### config.mk
export PLATFORM = sky130hd
export DESIGN_NAME = lsb_first_bit_packer_top
export DESIGN_NICKNAME = d
export VERILOG_FILES = /design/src/lbp_pkg.sv /design/src/lsb_first_bit_packer_top.sv /design/src/lbp_front.sv /design/src/lbp_queue.sv /design/src/lbp_back.sv
export SDC_FILE = /design/constraint.sdc
export NUM_CORES = 1
export LEC_CHECK = 0
export ABC_AREA = 1
export BUFFER_PORTS_ARGS = -buffer_cell sky130_fd_sc_hd__buf_2
export CORE_MARGIN = 2
export CORE_UTILIZATION = 55
export DETAILED_ROUTE_END_ITERATION = 16
export GPL_TIMING_DRIVEN = 1
export PLACE_DENSITY = 0.72
export SLEW_MARGIN = 25
export SYNTH_ARGS = -nofsm -noshare
export SYNTH_HDL_FRONTEND = slang
export SYNTH_HIERARCHICAL = 1
export SYNTH_SLANG_ARGS = --single-unit
### constraint.sdc
create_clock -name clk -period 6.15 [get_ports clk]
set_input_delay 0.9225 -clock clk [delete_from_list [all_inputs] [get_ports clk]]
set_output_delay 0.9225 -clock clk [all_outputs]
set_load 0.005 [all_outputs]
### src/lbp_pkg.sv
// Package: shared types and constants of the LSB-first bit packer.
`timescale 1ns / 1ps
`default_nettype none
package lbp_pkg;

	localparam int VALUE_W   = 64;
	localparam int COUNT_W   = 7;
	localparam int BYTE_W    = 8;
	localparam int PEND_W    = 7;
	localparam int HAVE_W    = 3;
	localparam int USED_W    = 4;
	localparam int LEFT_W    = 4;
	localparam int ACC_W     = VALUE_W + PEND_W;
	localparam logic [COUNT_W-1:0] MAX_COUNT = 7'd64;
	localparam logic [USED_W-1:0]  FULL_USED = 4'd8;

	typedef struct packed {
		logic [VALUE_W-1:0] value;
		logic [COUNT_W-1:0] bit_count;
		logic               flush;
	} req_t;

	typedef struct packed {
		logic [BYTE_W-1:0] out_byte;
		logic [USED_W-1:0] used_bits;
		logic              run_last;
	} rsp_t;

	// Normalized work item: count saturated, value masked to its count.
	typedef struct packed {
		logic [VALUE_W-1:0] value;
		logic [COUNT_W-1:0] bit_count;
		logic               flush;
	} work_t;

endpackage
`default_nettype wire

### src/lsb_first_bit_packer_top.sv
// Top level: LSB-first variable-length bit packer with a one-byte result channel.
// Path: each request passes the queue, the byte buffer and the output register.
// Throughput: one result byte per cycle while rsp_stall is low, set by the single-byte
// result register; an item causes up to nine bytes, the next is taken with its last byte.
// Items causing no byte are still taken from the queue.
// Reset: arst_n clears pending bits, the queue and all valid flags at once.
`timescale 1ns / 1ps
`default_nettype none
module lsb_first_bit_packer_top
	import lbp_pkg::*;
#(
	parameter int QUEUE_DEPTH = 4
) (
	input  wire logic clk,
	input  wire logic arst_n,
	input  wire logic req_valid,
	output logic      req_stall,
	input  req_t      req,
	output logic      rsp_valid,
	input  wire logic rsp_stall,
	output rsp_t      rsp
);

	work_t work;
	work_t head;
	logic  q_full;
	logic  head_valid;
	logic  pop;

	// Hold off new requests only while the queue is full.
	assign req_stall = q_full;

	// Classify each request: saturate its count, drop unused value bits.
	lbp_front u_front (
		.req  (req),
		.work (work)
	);

	// Decouple the front end from the emitter so each side stalls on its own.
	lbp_queue #(
		.DEPTH (QUEUE_DEPTH)
	) u_queue (
		.clk        (clk),
		.arst_n     (arst_n),
		.push       (req_valid && !q_full),
		.push_data  (work),
		.full       (q_full),
		.pop        (pop),
		.head_valid (head_valid),
		.head       (head)
	);

	// Merge with pending bits, advance one byte a cycle unless the result is stalled, keep the remainder.
	lbp_back u_back (
		.clk        (clk),
		.arst_n     (arst_n),
		.head_valid (head_valid),
		.head       (head),
		.pop        (pop),
		.rsp_valid  (rsp_valid),
		.rsp_stall  (rsp_stall),
		.rsp        (rsp)
	);

endmodule
`default_nettype wire

### src/lbp_front.sv
// Front end: saturate the bit count and mask the value of each request.
`timescale 1ns / 1ps
`default_nettype none
module lbp_front
	import lbp_pkg::*;
(
	input  req_t  req,
	output work_t work
);

	logic [COUNT_W-1:0] count_sat;
	logic [VALUE_W-1:0] mask;

	always_comb begin
		count_sat = (req.bit_count > MAX_COUNT) ? MAX_COUNT : req.bit_count;
		// Build the low-bit mask; a full count keeps every bit.
		if (count_sat == MAX_COUNT) begin
			mask = '1;
		end else begin
			mask = ~({VALUE_W{1'b1}} << count_sat[HAVE_W+2:0]);
		end
		work.value     = req.value & mask;
		work.bit_count = count_sat;
		work.flush     = req.flush;
	end

endmodule
`default_nettype wire

### src/lbp_queue.sv
// Work queue: small FIFO between the front end and the byte emitter.
`timescale 1ns / 1ps
`default_nettype none
module lbp_queue
	import lbp_pkg::*;
#(
	parameter int DEPTH = 4
) (
	input  wire logic  clk,
	input  wire logic  arst_n,
	input  wire logic  push,
	input  work_t      push_data,
	output logic       full,
	input  wire logic  pop,
	output logic       head_valid,
	output work_t      head
);

	localparam int PTR_W = (DEPTH > 1) ? $clog2(DEPTH) : 1;
	localparam int CNT_W = $clog2(DEPTH + 1);
	localparam logic [PTR_W-1:0] LAST_PTR = PTR_W'(DEPTH - 1);
	localparam logic [CNT_W-1:0] FULL_CNT = CNT_W'(DEPTH);

	work_t             mem_q [DEPTH];
	logic [PTR_W-1:0]  wr_ptr_q;
	logic [PTR_W-1:0]  rd_ptr_q;
	logic [CNT_W-1:0]  cnt_q;

	assign full       = (cnt_q == FULL_CNT);
	assign head_valid = (cnt_q != '0);
	assign head       = mem_q[rd_ptr_q];

	always_ff @(posedge clk) begin
		if (push) begin
			mem_q[wr_ptr_q] <= push_data;
		end
	end

	always_ff @(posedge clk or negedge arst_n) begin
		if (!arst_n) begin
			wr_ptr_q <= '0;
			rd_ptr_q <= '0;
			cnt_q    <= '0;
		end else begin
			if (push) begin
				wr_ptr_q <= (wr_ptr_q == LAST_PTR) ? '0 : wr_ptr_q + 1'b1;
			end
			if (pop) begin
				rd_ptr_q <= (rd_ptr_q == LAST_PTR) ? '0 : rd_ptr_q + 1'b1;
			end
			unique case ({push, pop})
				2'b10:   cnt_q <= cnt_q + 1'b1;
				2'b01:   cnt_q <= cnt_q - 1'b1;
				default: cnt_q <= cnt_q;
			endcase
		end
	end

endmodule
`default_nettype wire

### src/lbp_back.sv
// Back end: merge work with pending bits and emit one byte per cycle while rsp_stall is low.
`timescale 1ns / 1ps
`default_nettype none
module lbp_back
	import lbp_pkg::*;
(
	input  wire logic  clk,
	input  wire logic  arst_n,
	input  wire logic  head_valid,
	input  work_t      head,
	output logic       pop,
	output logic       rsp_valid,
	input  wire logic  rsp_stall,
	output rsp_t       rsp
);

	logic [PEND_W-1:0] pend_q;
	logic [HAVE_W-1:0] have_q;
	logic              busy_q;
	logic [ACC_W-1:0]  buf_q;
	logic [LEFT_W-1:0] left_q;
	logic [USED_W-1:0] last_used_q;
	logic              out_valid_q;
	rsp_t              out_q;

	logic [COUNT_W-1:0] total;
	logic [LEFT_W-1:0]  full_bytes;
	logic [HAVE_W-1:0]  rem;
	logic               partial;
	logic [LEFT_W-1:0]  n_res;
	logic [ACC_W-1:0]   combined;
	logic [ACC_W-1:0]   shifted;
	logic               emit;
	logic               last_emit;

	always_comb begin
		total      = COUNT_W'(have_q) + head.bit_count;
		full_bytes = total[COUNT_W-1:HAVE_W];
		rem        = total[HAVE_W-1:0];
		partial    = head.flush && (rem != '0);
		n_res      = full_bytes + LEFT_W'(partial);
		combined   = (ACC_W'(head.value) << have_q) | ACC_W'(pend_q);
		shifted    = combined >> {full_bytes, 3'b000};
		emit       = busy_q && (!out_valid_q || !rsp_stall);
		last_emit  = emit && (left_q == LEFT_W'(1));
		pop        = head_valid && (!busy_q || last_emit);
	end

	assign rsp_valid = out_valid_q;
	assign rsp       = out_q;

	// Byte buffer and output payload.
	always_ff @(posedge clk) begin
		if (pop) begin
			buf_q       <= combined;
			last_used_q <= partial ? USED_W'(rem) : FULL_USED;
		end else if (emit) begin
			buf_q <= buf_q >> BYTE_W;
		end
		if (emit) begin
			out_q.out_byte  <= buf_q[BYTE_W-1:0];
			out_q.used_bits <= (left_q == LEFT_W'(1)) ? last_used_q : FULL_USED;
			out_q.run_last  <= (left_q == LEFT_W'(1));
		end
	end

	always_ff @(posedge clk or negedge arst_n) begin
		if (!arst_n) begin
			pend_q      <= '0;
			have_q      <= '0;
			busy_q      <= 1'b0;
			left_q      <= '0;
			out_valid_q <= 1'b0;
		end else begin
			if (pop) begin
				pend_q <= head.flush ? '0 : shifted[PEND_W-1:0];
				have_q <= head.flush ? '0 : rem;
				busy_q <= (n_res != '0);
				left_q <= n_res;
			end else if (emit) begin
				busy_q <= !last_emit;
				left_q <= left_q - 1'b1;
			end
			if (emit) begin
				out_valid_q <= 1'b1;
			end else if (!rsp_stall) begin
				out_valid_q <= 1'b0;
			end
		end
	end

endmodule
`default_nettype wire
==> metrics <==
area taken by flip-flops and latches=approximately 12000 um2; library cell appearing most often on the critical path=sky130_fd_sc_hd__nand2_1; unrepaired setup endpoints after global routing=no; Max rail drop VDD=approximately 0.00033 V; total grt overflow=0; all-layer global routing usage=27.50%; CTS Hold Bufs=0; required time of the worst setup path=6.62 ns; CP cell instances=clkinv_4 -> o211ai_1 -> nand2_1 -> ha_1 -> fa_1 -> a21oi_2 -> inv_2 -> nand2_1 -> nand2_2 -> inv_4 -> ha_1 -> nor2_1 -> nand3_1 -> nand2_1 -> nand2_1 -> nor2_1 -> nor2_1; capturing element type of the critical path=flop; Starting DRT DRC Count=~1600; Clock Root Buffer=sky130_fd_sc_hd__clkbuf_16; clock latency reported for the late side of the worst-skew pair=between 0.5 and 0.6 ns; Final Skew=~0.016 ns; antenna violations before repair=0; Core Footprint=~37000 um2; final HPWL from detailed placement=between 30000 and 40000 um; Setup crit start=u_queue/rd_ptr_q[0]; die span in y=196.3 um; total standard cell area after synthesis=around 20000 um2; highest cell delay on the worst timing path=0.47 ns; count of TritonRoute iterations in the first routing pass=5; average routed wire per standard cell=roughly 20 um; number of resized instances in the post-cts repair step=0; Post-Synthesis Cells=~2100; Area Growth Syn to Fin=8.349%; number of failing hold endpoints at the final stage=0; leakage power summed over all cells=between 0.009 and 0.01 uW; flop and latch count out of synthesis=about 400; average instance area after synthesis=approximately 9.6 um2; weighted congestion reported at the end of routability-driven placement=0.9089; fillcell total=around 3000; Data arrival, critical path=4.39 ns; met1 track demand over resource in global routing=39.66%; Yosys warnings=6; total number of nets in the final design=around 2200; die width=between 150 and 200 um; critical path class=reg -> reg; Final WS setup=between 2 and 2.5 ns; clock tree from TritonCTS=built; Synth cell types=45; cell with the largest stage delay on the worst path=sky130_fd_sc_hd__clkinv_4; DIE AREA=between 30000 and 40000 um2; H-Tree Depth=2; met3 track demand over resource in global routing=under 10%; worst slack on hold paths=between 0.3 and 0.4 ns; boundary pin count=91; fraction of the cycle the final worst path needs=roughly 64%; worst-path maximum fanout=92; number of vias per cell=between 5 and 6; standard-cell row count=70; headroom to the max-slew limit=36.40%; worst-case reg-to-reg path depth=17; source of the worst register-to-register timing path=u_queue/rd_ptr_q[0]; endpoint of the worst-slack reg-to-reg timing path=u_back/busy_q; count of final max-slew check failures=0; number of buffers on the longest clock path=3; DRC violation count after routing=0; total vias in the final route=roughly 16000; highest-utilization routing layer at the global route stage=met2; minimum clock period after layout=between 3 and 4 ns; DP Worst Slack=2.323 ns; area occupied by multi-input gates=just under 7000 um2; number of antenna diodes=0; number of setup violations in the final report=0; global-route wire length before repair=81360 um; portion of the post-synthesis area used by sequential elements=just under 60%; GR Layer Usage met2=between 40% and 50%; number of violations of the max-capacitance limit=0; net count after synthesis=between 2000 and 2500; path type of the worst min-delay path=in -> async; accumulated negative setup slack=0 ns; post-detailed-routing wire length=about 52000 um; run status=finished, final reports clean; Post-DRT Antenna Nets=0; transition time at the pin with the least slew margin=roughly 0.95 ns; number of clock sinks=between 300 and 400; pwr/cell area=573.3 nW/um2; end point of the critical path=u_back/busy_q; startpoint types=flop; number of buffers added for setup after CTS=0; Starting Density=around 56%; pin count of the biggest net entering global routing=approximately 120; CTS Buf Count=43; fmax=254.8 MHz; vias in the first global route=around 15000; setup slack, reg-to-reg=2.23 ns; count of input and output buffers=90; clock-pin slew on the worst setup and hold paths=approximately 0.06 ns; share of final-layout standard cells stronger than drive strength 1=10.43%
synthesized netlist by cell type (all sizes together):
cell type	instances	area share, %
nand2	584	11
edfxtp	376	56
nand3	327	8.1
inv	247	4.6
o211ai	152	5.6
nor2	121	2.5
buf	97	3.5
a31oi	67	2.1
o21ai	31	0.82
clkbuf	26	0.48
dfrtp	23	2.8
a21oi	21	0.61
ha	13	0.80
a21boi	11	0.41
nand4	5	0.15
nor3	4	0.098
o22ai	3	0.092
xor2	3	0.13
fa	2	0.20
o21bai	2	0.092
a211oi	1	0.037
and2	1	0.031
nand3b	1	0.037
nor3b	1	0.037
o211a	1	0.049
o21a	1	0.037
o311ai	1	0.043
or2	1	0.031
xnor2	1	0.043
power by group:
| group | leakage (uW) | switching (uW) | internal [uW] |
|---|---|---|---|
| sequential | 0.00383 | 226 | 3970 |
| clock | 0.000657 | 1060 | 1410 |
| combinational | 0.00480 | 4320 | 1640 |
cells by family after synthesis:
family                   synth area share, %
buffers and inverters                  8.607
XOR/XNOR                              0.1723
adder cells (fa/ha/maj)               0.9967
flip-flops                             58.35
AO/OA/AOI/OAI                          9.856
AND/OR/NAND/NOR                        22.02
layout by cell type, fill, tap and decap left out, types with 4 or more instances in the layout:
master / netlist / final
sky130_fd_sc_hd__nand2_1: 571 / 570
sky130_fd_sc_hd__edfxtp_1: 376 / 376
sky130_fd_sc_hd__nand3_1: 324 / 324
sky130_fd_sc_hd__inv_1: 229 / 224
sky130_fd_sc_hd__o211ai_1: 152 / 152
sky130_fd_sc_hd__nor2_1: 111 / 111
sky130_fd_sc_hd__buf_2: 44 / 90
sky130_fd_sc_hd__a31oi_1: 67 / 67
sky130_fd_sc_hd__clkbuf_16: 0 / 43
sky130_fd_sc_hd__o21ai_0: 23 / 23
sky130_fd_sc_hd__dfrtp_1: 23 / 19
sky130_fd_sc_hd__inv_2: 14 / 17
sky130_fd_sc_hd__a21oi_1: 16 / 16
sky130_fd_sc_hd__buf_4: 23 / 16
sky130_fd_sc_hd__clkinv_1: 0 / 15
sky130_fd_sc_hd__ha_1: 13 / 13
sky130_fd_sc_hd__nand2_2: 10 / 11
sky130_fd_sc_hd__clkinv_2: 0 / 9
sky130_fd_sc_hd__a21boi_0: 8 / 8
sky130_fd_sc_hd__nor2_2: 6 / 6
sky130_fd_sc_hd__clkbuf_1: 26 / 5
sky130_fd_sc_hd__a21oi_2: 5 / 5
sky130_fd_sc_hd__o21ai_1: 5 / 5
sky130_fd_sc_hd__nand4_1: 5 / 5
sky130_fd_sc_hd__inv_4: 4 / 4
sky130_fd_sc_hd__nor3_1: 4 / 4
sky130_fd_sc_hd__dfrtp_2: 0 / 4
worst min path at each step:
stage | start | endpoint | slack (ns) | cells past startpoint
6_report | arst_n | u_back/have_q[2] | 0.39 | 1
3_3_place_gp | u_back/buf_q[5] | u_back/rsp[10] | 0.40 | 0
3_5_place_dp | u_back/buf_q[6] | u_back/rsp[11] | 0.40 | 0
2_1_floorplan | u_back/buf_q[5] | u_back/rsp[10] | 0.40 | 0
5_1_grt | u_back/buf_q[4] | u_back/rsp[9] | 0.43 | 0
4_1_cts | arst_n | u_back/have_q[2] | 0.40 | 1
registers in the layout, summed over array words and instances, names as in the netlist:
signal,count
u_back/pend_q,7
u_back/have_q,3
u_back/buf_q,71
u_back/busy_q,1
u_queue/wr_ptr_q,2
u_back/rsp,13
u_queue/mem_q,288
u_back/last_used_q,4
u_back/rsp_valid,1
u_back/left_q,4
u_queue/rd_ptr_q,2
u_queue/cnt_q,3
worst max-delay path, delay by kind of cell, from the launching register on:
family	cells	cell delay, ns
adder cells (fa/ha/maj)	3	0.99
flip-flops	1	0.42
buffers and inverters	3	0.85
AND/OR/NAND/NOR	9	0.87
AO/OA/AOI/OAI	2	0.62
final cells by class:
| cell class | count | area share [%] |
|---|---|---|
| clock buffer | 48 | 4.968 |
| clock inverter | 29 | 1.068 |
| inverter | 247 | 4.281 |
| multi-input combinational | 1355 | 30.51 |
| sequential | 399 | 53.88 |
| tap | 468 | 2.657 |
| timing repair buffer | 107 | 2.640 |
per-layer routing:
metal,vias up,wire [um],share of wire [%]
met5,-,0,0
met4,0,1326,2.5
met3,72,3627,6.9
met2,620,24210,46
met1,7453,23330,44
li1,7405,-,-
through the flow:
step	power, uW	util [%]	cells	cell area [um2]
floorplan	8721	-	2124	20340
finish	12630	60.33	2653	22030
global route	13510	60.33	2653	22030
global placement	10010	56.68	2576	20700
detailed placement	10120	56.68	2576	20700
CTS	12600	60.32	2653	22030
Power figures use the tool's default switching activity.
